===== src/rtl/core/mecsr_pkg.sv =====
// Shared constants, types and lookup functions for the mecanum step-rate drive.
`timescale 1ns / 1ps
`default_nettype none
package mecsr_pkg;

  localparam int WHEELS     = 4;
  localparam int COUNT_BITS = 10;
  localparam int DIV_W      = 23;
  localparam int DEN_W      = 15;
  localparam int DCNT_W     = 5;

  localparam logic [15:0] FULL_Q88  = 16'd25600;
  localparam logic [15:0] LOW_Q88   = 16'd3328;
  localparam logic [23:0] DIV_OFFS  = 24'd32768;

  // Reciprocal of 5 scaled by 2^24 and rounded up; exact for dividends below 2^21.
  localparam logic [21:0] RECIP5    = 22'd3355444;

  // Register indexes of the configuration port.
  localparam logic [2:0] REG_THRESHOLD = 3'd0;
  localparam logic [2:0] REG_TIME_FAC  = 3'd1;
  localparam logic [2:0] REG_TOP_MAN   = 3'd2;
  localparam logic [2:0] REG_TOP_AUTO  = 3'd3;
  localparam logic [2:0] REG_CEILING   = 3'd4;

  // Motion codes.
  localparam logic [3:0] MOT_STOP = 4'd0;
  localparam logic [3:0] MOT_FW   = 4'd1;
  localparam logic [3:0] MOT_BW   = 4'd2;
  localparam logic [3:0] MOT_L    = 4'd3;
  localparam logic [3:0] MOT_R    = 4'd4;
  localparam logic [3:0] MOT_FWL  = 4'd5;
  localparam logic [3:0] MOT_FWR  = 4'd6;
  localparam logic [3:0] MOT_BWL  = 4'd7;
  localparam logic [3:0] MOT_BWR  = 4'd8;
  localparam logic [3:0] MOT_TL   = 4'd9;
  localparam logic [3:0] MOT_TR   = 4'd10;
  localparam logic [3:0] MOT_FWTL = 4'd11;
  localparam logic [3:0] MOT_FWTR = 4'd12;
  localparam logic [3:0] MOT_BWTL = 4'd13;
  localparam logic [3:0] MOT_BWTR = 4'd14;
  localparam logic [7:0] MOT_LAST = 8'd14;

  typedef enum logic [5:0] {
    ST_IDLE = 6'b000001,
    ST_SPD  = 6'b000010,
    ST_SPDW = 6'b000100,
    ST_PER  = 6'b001000,
    ST_PERW = 6'b010000,
    ST_OUT  = 6'b100000
  } state_t;

  typedef logic signed [7:0] target_t;

  // Distance of a stick byte from center, on a 0..25500 scale.
  function automatic logic [15:0] stick_mag(input logic [7:0] b);
    logic [15:0] p;
    p = 16'(b) * 16'd200;
    return (p >= 16'd25500) ? (p - 16'd25500) : (16'd25500 - p);
  endfunction

  // Sort the three sticks into one motion.
  function automatic logic [3:0] classify(input logic [7:0] tb, input logic [7:0] sb,
                                          input logic [7:0] db, input logic lost,
                                          input logic [6:0] thr);
    logic [15:0] lim;
    logic t, s, f, tr, sr, fw;
    logic [3:0] m;
    lim = 16'(thr) * 16'd255;
    t  = (lost ? 16'd0 : stick_mag(tb)) >= lim;
    s  = (lost ? 16'd0 : stick_mag(sb)) >= lim;
    f  = (lost ? 16'd0 : stick_mag(db)) >= lim;
    tr = lost || tb >= 8'd128;
    sr = lost || sb >= 8'd128;
    fw = lost || db <= 8'd127;
    if (!t && !s && f) m = fw ? MOT_FW : MOT_BW;
    else if (!t && s && !f) m = sr ? MOT_R : MOT_L;
    else if (t && !s && !f) m = tr ? MOT_TR : MOT_TL;
    else if (s && f) m = fw ? (sr ? MOT_FWR : MOT_FWL) : (sr ? MOT_BWR : MOT_BWL);
    else if (t && !s && f) m = fw ? (tr ? MOT_FWTR : MOT_FWTL) : (tr ? MOT_BWTR : MOT_BWTL);
    else m = MOT_STOP;
    return m;
  endfunction

  // Wheel targets of a motion, wheel 0 in the low byte.
  function automatic logic [31:0] targets_of(input logic [3:0] m);
    logic [31:0] r;
    case (m)
      MOT_STOP: r = {8'sd0, 8'sd0, 8'sd0, 8'sd0};
      MOT_FW:   r = {-8'sd100, -8'sd100, -8'sd100, -8'sd100};
      MOT_BW:   r = {8'sd100, 8'sd100, 8'sd100, 8'sd100};
      MOT_L:    r = {-8'sd100, 8'sd100, 8'sd100, -8'sd100};
      MOT_R:    r = {8'sd100, -8'sd100, -8'sd100, 8'sd100};
      MOT_FWL:  r = {-8'sd100, 8'sd0, 8'sd0, -8'sd100};
      MOT_FWR:  r = {8'sd0, -8'sd100, -8'sd100, 8'sd0};
      MOT_BWL:  r = {8'sd0, 8'sd100, 8'sd100, 8'sd0};
      MOT_BWR:  r = {8'sd100, 8'sd0, 8'sd0, 8'sd100};
      MOT_TL:   r = {8'sd100, -8'sd100, 8'sd100, -8'sd100};
      MOT_TR:   r = {-8'sd100, 8'sd100, -8'sd100, 8'sd100};
      MOT_FWTL: r = {8'sd0, -8'sd100, 8'sd0, -8'sd100};
      MOT_FWTR: r = {-8'sd100, 8'sd0, -8'sd100, 8'sd0};
      MOT_BWTL: r = {8'sd100, 8'sd0, 8'sd100, 8'sd0};
      MOT_BWTR: r = {8'sd0, 8'sd100, 8'sd0, 8'sd100};
      default:  r = 32'd0;
    endcase
    return r;
  endfunction

endpackage
`default_nettype wire


===== src/rtl/core/mecsr_div.sv =====
// Radix-2 restoring divider, one quotient bit per cycle, shared by all wheels.
`timescale 1ns / 1ps
`default_nettype none
module mecsr_div (
  input  wire logic                          clk,
  input  wire logic                          rst_n,
  input  wire logic                          start,
  input  wire logic [mecsr_pkg::DIV_W-1:0]   dividend,
  input  wire logic [mecsr_pkg::DEN_W-1:0]   divisor,
  output logic                               busy,
  output logic                               done,
  output logic [mecsr_pkg::DIV_W-1:0]        quotient
);
  import mecsr_pkg::*;

  logic [DEN_W:0]   rem_r;
  logic [DIV_W-1:0] quo_r;
  logic [DEN_W-1:0] den_r;
  logic [DCNT_W-1:0] cnt_r;
  logic             busy_r;
  logic             done_r;
  logic [DEN_W+1:0] trial;
  logic [DEN_W+1:0] shifted;

  // Shift in the next dividend bit and try a subtraction.
  assign shifted = {rem_r, quo_r[DIV_W-1]};
  assign trial   = shifted - {2'b00, den_r};

  always_ff @(posedge clk) begin
    if (!rst_n) begin
      busy_r <= 1'b0;
      done_r <= 1'b0;
      cnt_r  <= '0;
    end else begin
      done_r <= 1'b0;
      if (start && !busy_r) begin
        busy_r <= 1'b1;
        cnt_r  <= DCNT_W'(DIV_W - 1);
      end else if (busy_r) begin
        if (cnt_r == '0) begin
          busy_r <= 1'b0;
          done_r <= 1'b1;
        end else begin
          cnt_r <= cnt_r - 1'b1;
        end
      end
    end
  end

  // Datapath: remainder never exceeds the divisor, so it fits one extra bit.
  always_ff @(posedge clk) begin
    if (start && !busy_r) begin
      rem_r <= '0;
      quo_r <= dividend;
      den_r <= divisor;
    end else if (busy_r) begin
      if (shifted >= {2'b00, den_r}) begin
        rem_r <= trial[DEN_W:0];
        quo_r <= {quo_r[DIV_W-2:0], 1'b1};
      end else begin
        rem_r <= shifted[DEN_W:0];
        quo_r <= {quo_r[DIV_W-2:0], 1'b0};
      end
    end
  end

  assign busy     = busy_r;
  assign done     = done_r;
  assign quotient = quo_r;

endmodule
`default_nettype wire


===== src/rtl/core/mecanum_step_rate_drive_top.sv =====
// Top level of the mecanum step-rate drive: sequencer, wheel state and output beat.
`timescale 1ns / 1ps
`default_nettype none
// A tick beat's result is registered and appears in the cycle after it is taken.
// An update beat walks the four wheels in turn. Each wheel works out its smoothed
// speed in ST_SPD (a constant reciprocal multiply) and ST_SPDW (saturation) and,
// when its speed is between the low and full limits, its step half-period in one
// shared radix-2 divider (ST_PER starts it, ST_PERW waits for the quotient). The
// input is stalled while the wheels are walked and while a result waits.
module mecanum_step_rate_drive_top (
  input  wire logic        clk,
  input  wire logic        rst_n,
  input  wire logic        cfg_we,
  input  wire logic [2:0]  cfg_index,
  input  wire logic [9:0]  cfg_wdata,
  input  wire logic        in_valid,
  output logic             in_stall,
  input  wire logic        in_action,
  input  wire logic [7:0]  in_turn_stick,
  input  wire logic [7:0]  in_side_stick,
  input  wire logic [7:0]  in_drive_stick,
  input  wire logic        in_link_lost,
  input  wire logic        in_auto_mode,
  input  wire logic [7:0]  in_host_direction,
  output logic             out_valid,
  input  wire logic        out_stall,
  output logic [3:0]       out_step_levels,
  output logic [3:0]       out_dir_levels,
  output logic [3:0]       out_motion_code,
  output logic signed [15:0] out_front_left_speed,
  output logic signed [15:0] out_front_right_speed,
  output logic signed [15:0] out_rear_left_speed,
  output logic signed [15:0] out_rear_right_speed
);
  import mecsr_pkg::*;

  logic [6:0] thr_r;
  logic [7:0] tf_r, tpm_r, tpa_r;
  logic [9:0] ceil_r;

  logic signed [15:0]  speed_r [WHEELS];
  target_t             target_r [WHEELS];
  logic [9:0]          half_r [WHEELS];
  logic [COUNT_BITS-1:0] cnt_r [WHEELS];
  logic [WHEELS-1:0]   lvl_r;

  state_t     state_r;
  logic [1:0] widx_r;
  logic [3:0] motion_r;
  logic       auto_r;
  logic       zero_r;
  logic [14:0] a_r;
  logic [DIV_W-1:0] spd_q_r;

  logic       out_valid_r;
  logic       out_free;
  logic       accept;

  // Divider connections.
  logic             div_start;
  logic [DIV_W-1:0] div_dividend;
  logic [DEN_W-1:0] div_divisor;
  logic             div_busy;
  logic             div_done;
  logic [DIV_W-1:0] div_q;

  assign out_free = !out_valid_r || !out_stall;
  assign in_stall = (state_r != ST_IDLE) || !out_free;
  assign accept   = in_valid && !in_stall;

  // Configuration writes.
  always_ff @(posedge clk) begin
    if (!rst_n) begin
      thr_r  <= 7'd35;
      tf_r   <= 8'd50;
      tpm_r  <= 8'd10;
      tpa_r  <= 8'd13;
      ceil_r <= 10'd300;
    end else if (cfg_we) begin
      case (cfg_index)
        REG_THRESHOLD: thr_r  <= cfg_wdata[6:0];
        REG_TIME_FAC:  tf_r   <= cfg_wdata[7:0];
        REG_TOP_MAN:   tpm_r  <= cfg_wdata[7:0];
        REG_TOP_AUTO:  tpa_r  <= cfg_wdata[7:0];
        REG_CEILING:   ceil_r <= cfg_wdata;
        default: ;
      endcase
    end
  end

  // Motion choice and new targets of an update beat.
  logic [3:0]  cls;
  logic [7:0]  mot_sel;
  logic        mot_ok;
  logic [31:0] tgt_new;
  logic        zero_new;
  always_comb begin
    cls      = classify(in_turn_stick, in_side_stick, in_drive_stick, in_link_lost, thr_r);
    mot_sel  = in_auto_mode ? in_host_direction : {4'd0, cls};
    mot_ok   = mot_sel <= MOT_LAST;
    tgt_new  = mot_ok ? targets_of(mot_sel[3:0])
                      : {target_r[3], target_r[2], target_r[1], target_r[0]};
    zero_new = (tgt_new == 32'd0);
  end

  // Tick step: counters advance and step levels toggle.
  logic [COUNT_BITS-1:0] cnt_inc [WHEELS];
  logic [WHEELS-1:0]     tog;
  always_comb begin
    for (int i = 0; i < WHEELS; i++) begin
      cnt_inc[i] = cnt_r[i] + 1'b1;
      tog[i] = (half_r[i] != 10'd0) && ({{(16-COUNT_BITS){1'b0}}, cnt_inc[i]} >=
                                       {6'd0, half_r[i]});
    end
  end

  // Smoothing numerator for the current wheel, offset so it stays positive.
  logic signed [24:0] v_ext, t_ext, num2;
  logic [20:0]        spd_n;
  logic [42:0]        spd_prod;
  logic [DIV_W-1:0]   spd_q;
  always_comb begin
    v_ext = 25'(speed_r[widx_r]);
    t_ext = 25'(target_r[widx_r]) * 25'sd256;
    if (zero_r) num2 = v_ext * 25'sd74 + t_ext * 25'sd6 + 25'sd40 + 25'sd2621440;
    else        num2 = v_ext * 25'sd18 + t_ext * 25'sd2 + 25'sd10 + 25'sd655360;
    // Divide by 80 or 20: drop four or two bits, then multiply by the reciprocal of 5.
    spd_n    = zero_r ? {2'b00, num2[22:4]} : num2[22:2];
    spd_prod = 43'(spd_n) * 43'(RECIP5);
    spd_q    = DIV_W'(spd_prod[42:24]);
  end

  // Rounded speed from the registered quotient, saturated, and its magnitude.
  logic signed [23:0] r_raw;
  logic signed [15:0] r_sat;
  logic [14:0]        r_abs;
  logic [7:0]         top;
  always_comb begin
    r_raw = $signed({1'b0, spd_q_r}) - $signed(DIV_OFFS);
    if (r_raw > 24'sd25600)       r_sat = 16'sd25600;
    else if (r_raw < -24'sd25600) r_sat = -16'sd25600;
    else                          r_sat = r_raw[15:0];
    r_abs = r_sat[15] ? 15'(-r_sat) : r_sat[14:0];
    top   = auto_r ? tpa_r : tpm_r;
  end

  // Half-period from the divider quotient.
  logic [DIV_W-1:0] p_raw;
  logic [9:0]       p_clamp;
  always_comb begin
    p_raw   = div_q - DIV_W'(tf_r) + DIV_W'(top);
    p_clamp = (p_raw > DIV_W'(ceil_r)) ? ceil_r : p_raw[9:0];
  end

  // Divider requests.
  always_comb begin
    div_start    = (state_r == ST_PER);
    div_dividend = DIV_W'(23'd25600 * 23'(tf_r));
    div_divisor  = a_r;
  end

  mecsr_div u_div (
    .clk      (clk),
    .rst_n    (rst_n),
    .start    (div_start),
    .dividend (div_dividend),
    .divisor  (div_divisor),
    .busy     (div_busy),
    .done     (div_done),
    .quotient (div_q)
  );

  // Sequencer and wheel state.
  always_ff @(posedge clk) begin
    if (!rst_n) begin
      state_r <= ST_IDLE;
      widx_r  <= 2'd0;
      lvl_r   <= '0;
      for (int i = 0; i < WHEELS; i++) begin
        speed_r[i]  <= '0;
        target_r[i] <= '0;
        half_r[i]   <= '0;
        cnt_r[i]    <= '0;
      end
    end else begin
      case (state_r)
        ST_IDLE: begin
          if (accept && in_action) begin
            for (int i = 0; i < WHEELS; i++) begin
              cnt_r[i] <= tog[i] ? '0 : cnt_inc[i];
            end
            lvl_r <= lvl_r ^ tog;
          end else if (accept) begin
            for (int i = 0; i < WHEELS; i++) begin
              target_r[i] <= tgt_new[8*i +: 8];
            end
            widx_r  <= 2'd0;
            state_r <= ST_SPD;
          end
        end
        ST_SPD: begin
          spd_q_r <= spd_q;
          state_r <= ST_SPDW;
        end
        ST_SPDW: begin
          speed_r[widx_r] <= r_sat;
          a_r <= r_abs;
          if ({1'b0, r_abs} >= FULL_Q88) begin
            half_r[widx_r] <= {2'b00, top};
            state_r <= (widx_r == 2'd3) ? ST_OUT : ST_SPD;
            widx_r  <= widx_r + 1'b1;
          end else if ({1'b0, r_abs} > LOW_Q88) begin
            state_r <= ST_PER;
          end else begin
            half_r[widx_r] <= '0;
            state_r <= (widx_r == 2'd3) ? ST_OUT : ST_SPD;
            widx_r  <= widx_r + 1'b1;
          end
        end
        ST_PER: state_r <= ST_PERW;
        ST_PERW: begin
          if (div_done) begin
            half_r[widx_r] <= p_clamp;
            state_r <= (widx_r == 2'd3) ? ST_OUT : ST_SPD;
            widx_r  <= widx_r + 1'b1;
          end
        end
        ST_OUT: begin
          if (out_free) state_r <= ST_IDLE;
        end
        default: state_r <= ST_IDLE;
      endcase
    end
  end

  // Update fields that live through the walk.
  always_ff @(posedge clk) begin
    if (accept && !in_action) begin
      motion_r <= mot_ok ? mot_sel[3:0] : MOT_STOP;
      auto_r   <= in_auto_mode;
      zero_r   <= zero_new;
    end
  end

  // Output beat register.
  logic out_load_tick, out_load_upd;
  assign out_load_tick = accept && in_action;
  assign out_load_upd  = (state_r == ST_OUT) && out_free;

  always_ff @(posedge clk) begin
    if (!rst_n) begin
      out_valid_r <= 1'b0;
    end else if (out_load_tick || out_load_upd) begin
      out_valid_r <= 1'b1;
    end else if (!out_stall) begin
      out_valid_r <= 1'b0;
    end
  end

  always_ff @(posedge clk) begin
    if (out_load_tick || out_load_upd) begin
      out_step_levels <= out_load_tick ? (lvl_r ^ tog) : lvl_r;
      out_motion_code <= out_load_tick ? MOT_STOP : motion_r;
      out_dir_levels  <= {~speed_r[3][15], speed_r[2][15], ~speed_r[1][15], speed_r[0][15]};
      out_front_left_speed  <= speed_r[0];
      out_front_right_speed <= speed_r[1];
      out_rear_left_speed   <= speed_r[2];
      out_rear_right_speed  <= speed_r[3];
    end
  end

  assign out_valid = out_valid_r;

`ifndef SYNTH
  // No beat is taken while the sequencer walks the wheels.
  a_busy_stall: assert property (@(posedge clk) disable iff (!rst_n)
    (state_r != ST_IDLE) |-> in_stall) else $error("input taken while busy");

  // A held result stays presented.
  a_out_hold: assert property (@(posedge clk) disable iff (!rst_n)
    (out_valid_r && out_stall) |=> out_valid_r) else $error("result dropped");

  // The divider is only started when it is free.
  a_div_free: assert property (@(posedge clk) disable iff (!rst_n)
    div_start |-> !div_busy) else $error("divider restarted while busy");

  // A division finishes only while the sequencer waits for it.
  a_div_wait: assert property (@(posedge clk) disable iff (!rst_n)
    div_done |-> (state_r == ST_PERW))
    else $error("quotient arrived unexpectedly");
`endif

endmodule
`default_nettype wire


===== config.mk =====
export PLATFORM = sky130hd
export DESIGN_NAME = mecanum_step_rate_drive_top
export DESIGN_NICKNAME = d
export VERILOG_FILES = /design/src/rtl/core/mecsr_pkg.sv /design/src/rtl/core/mecsr_div.sv /design/src/rtl/core/mecanum_step_rate_drive_top.sv
export SDC_FILE = /design/constraint.sdc
export NUM_CORES = 2
export LEC_CHECK = 0
export BUFFER_PORTS_ARGS = -buffer_cell sky130_fd_sc_hd__clkbuf_2
export CORE_AREA = 2 2 296 298
export CTS_CLUSTER_SIZE = 10
export DETAILED_ROUTE_END_ITERATION = 7
export DIE_AREA = 0 0 298 300
export PLACE_DENSITY = 0.66
export SETUP_SLACK_MARGIN = 0.2
export SYNTH_ARGS = -nofsm -noshare
export SYNTH_HDL_FRONTEND = slang
export SYNTH_SLANG_ARGS = --single-unit
export TNS_END_PERCENT = 5

===== constraint.sdc =====
create_clock -name clk -period 15.1 [get_ports clk]
set_input_delay 1.51 -clock clk [delete_from_list [all_inputs] [get_ports clk]]
set_output_delay 1.51 -clock clk [all_outputs]
set_load 0.005 [all_outputs]

==> results.md <==
- Status: completed
- GR Overflow Total: 0
- Synth unique cells: just over 90
- Slew HR: approximately 28%
- I/O pin count: ~130
- Critical path peak fanout: 17
- Most Frequent Cell on Critical Path: ha_1
- Worst skew pair latency: 0.58 ns
- Inserted Clock Buffers: 47
- Area delta synth->final: 8.58%
- Layout Cells excl Fill: between 5,000 and 6,000
- Fillcell total: 8,123
- HP Start: a_r[0]$_DFFE_PP_
- Starting Density: 44.8%
- Clock Tree Root: clkbuf_16
- Startpoint types: flop
- Layout cells sized above 1: under 10%
- Nets: 4,925
- RePlAce Congestion: approximately 0.94
- Final WL: roughly 90 mm
- Mapped Cells: ~4,000
- Sequential element share of the synthesized area: between 20% and 30%
- Final worst path period share: about nine tenths
- Hold-critical path depth: 0
- Syn nets: 4,812
- Post-CTS Setup Repair Bufs: 0
- Synthesized area: between 30,000 and 40,000 um^2
- Max Cap Viol: 0
- CTS sink cnt: ~400
- Min Tclk post-route: around 14 ns
- Max-slew violations: 0
- Commonest non-fill, non-tap cells in the layout: ha_1 (631), inv_1 (613), edfxtp_1 (318)
- R2R Setup Slk: between 1 and 1.5 ns
- Cts hold-fix bufs: 0
- RSZ-0062 raised after global routing: no
- Worst R2R Path Depth: 50
- Required time worst endpoint: approximately 15 ns
- Worst Hold End: u_div.den_r[0]$_DFFE_PP_
- Antenna violations before repair: 0
- HPWL reported at the end of detailed placement: 73.1 mm
- Measured slew at the worst slew-check pin: 1.07 ns
- Number of diodes: 0
- FP Rows: 108
- First-pass GRT wire length: 146 mm
- Via density: around 5.3
- #FFs+latches synth: slightly above 400
- Largest net degree at the start of global routing: between 70 and 80
- Dominant synthesized flop cell: edfxtp_1
- Resize count post-CTS: 0
- H-tree Lvls: 2
- HP Class: flop to flop
- GRT Resource Usage Total: 20.2%
- Max Clk Rate: roughly 73 MHz
- Die H: ~300 um
- Reg-to-Reg End: spd_q_r[16]$_DFFE_PP_
- Full die area: roughly 90,000 um^2
- Drt drc: 0
- Placed Cells: between 5,000 and 6,000
- Syn. warnings: 0
- TNS Setup: 0 ns
- Die width: just under 300 um
- Worst setup path class: flop to flop
- Syn avg cell area: slightly below 10 um^2
- CP peak stage delay: around 0.75 ns
- Number of global-route vias before repair: 27,600
- Port Buf Inserts: 130
- Maximum clock insertion buffer count: 3
- WL/cell: between 15 and 20 um
- Via count: around 28,000
- Worst Skew: 0.0108 ns
- Ys async rst share: 0%
- Core footprint: roughly 86,000 um^2
- Post-synth EDFFs: ~320
- Clock transition at the registers of the reported paths: ~0.06 ns
- Drt first pass iters: 5
- CP endpoint kind: flop
- CTS tree: yes
- 1st-iter DRT viols: between 1,500 and 2,000
- Post-route ant nets: 0
- Most common cell after layout, fill and taps aside: ha_1
- # setup viols final: 0
- Hold Vio Cnt, Final: 0
- Crit path DAT: ~14 ns
- Slowest stage cell, crit path: dfxtp_2
-- kinds of logic (layout without fill, tap and decap cells) --
kind of cell | count (synthesis) | in the layout | synth area share, %
xor gates and xnor gates | 246 | 246 | 5.58
and+or+nand+nor | 961 | 961 | 12.1
AOI/OAI and AO/OA | 666 | 666 | 11.5
DFF | 407 | 407 | 29.4
muxes | 73 | 73 | 2.73
adders and majority gates | 849 | 849 | 31.8
buffers and inverters | 708 | 858 | 6.99
-- state kept, by name (all words and copies together), names as in the netlist, 16 cells and up, named ones only --
| name | cells |
|---|---|
| spd_q_r | 19 |
| target_r | 32 |
| speed_r | 64 |
| u_div.rem_r | 16 |
| out_front_right_speed | 16 |
| cnt_r | 40 |
| u_div.quotient | 23 |
| half_r | 40 |
| out_rear_right_speed | 16 |
-- metal layers --
| metal | vias to the layer above | GRT usage, % | wire length (um) |
|---|---|---|---|
| met3 | 118 | 2.12 | 3280 |
| met5 | - | 0 | 0 |
| met1 | 13200 | 27.3 | 41800 |
| met2 | 510 | 34.8 | 43000 |
| met4 | 0 | 4.59 | 1760 |
| li1 | 13700 | - | - |
-- cell type report --
cell class              instances  area, um^2  area share [%]
clock buffers                  81        1310            3.14
inverters                     615        2310            5.51
well taps                    1155        1450            3.45
multi-input cells            2795       24600            58.7
clock inverters                 5        62.6           0.149
flip-flops and latches        407       11300            27.0
repair buffers                157         853            2.04
-- cell usage after synthesis, types with 73 or more instances --
master      n  area (um^2)
o21ai_0   116          581
a21o_1     85          638
inv_1     613         2300
xnor2_1   173         1520
edfxtp_1  318         9550
nand2_1   260          976
dfxtp_1    89         1780
nand3_1    74          370
ha_1      631         7900
fa_1      218         4360
clkbuf_1   74          278
nor2_1    267         1000
xor2_1     73          639
a21oi_1   175          876
-- through the flow --
stage	setup slack (ns)	instance area (um^2)	utilization, %	hold slack [ns]
floorplan	2.32	38600	-	0.400
global placement	1.69	40500	47.0	0.403
detailed placement	1.45	40500	47.0	0.405
CTS	1.39	41900	48.6	0.412
global route	0.547	41900	48.6	0.428
finish	1.43	41900	48.6	0.414
-- worst max-delay path by stage --
stage | start | to | slack (ns)
3_3_place_gp | flop | spd_q_r[16]$_DFFE_PP_ | 1.69
5_1_grt | flop | spd_q_r[16]$_DFFE_PP_ | 0.55
2_1_floorplan | flop | spd_q_r[16]$_DFFE_PP_ | 2.32
6_report | flop | spd_q_r[16]$_DFFE_PP_ | 1.43
4_1_cts | flop | spd_q_r[16]$_DFFE_PP_ | 1.39
3_5_place_dp | flop | spd_q_r[16]$_DFFE_PP_ | 1.45
-- worst max-delay path, delay by kind of cell, from the launching register on --
| family | cells | cell delay, ns |
|---|---|---|
| xor+xnor | 3 | 0.42 |
| buf+inv | 6 | 0.34 |
| flops | 1 | 0.75 |
| fa+ha+maj | 14 | 5.59 |
| mux | 1 | 0.68 |
| compound gates | 20 | 4.57 |
| simple gates | 6 | 1.06 |
Power is not shown: default switching activity piles up to over one toggle a cycle in this logic, so the estimate is an artifact.
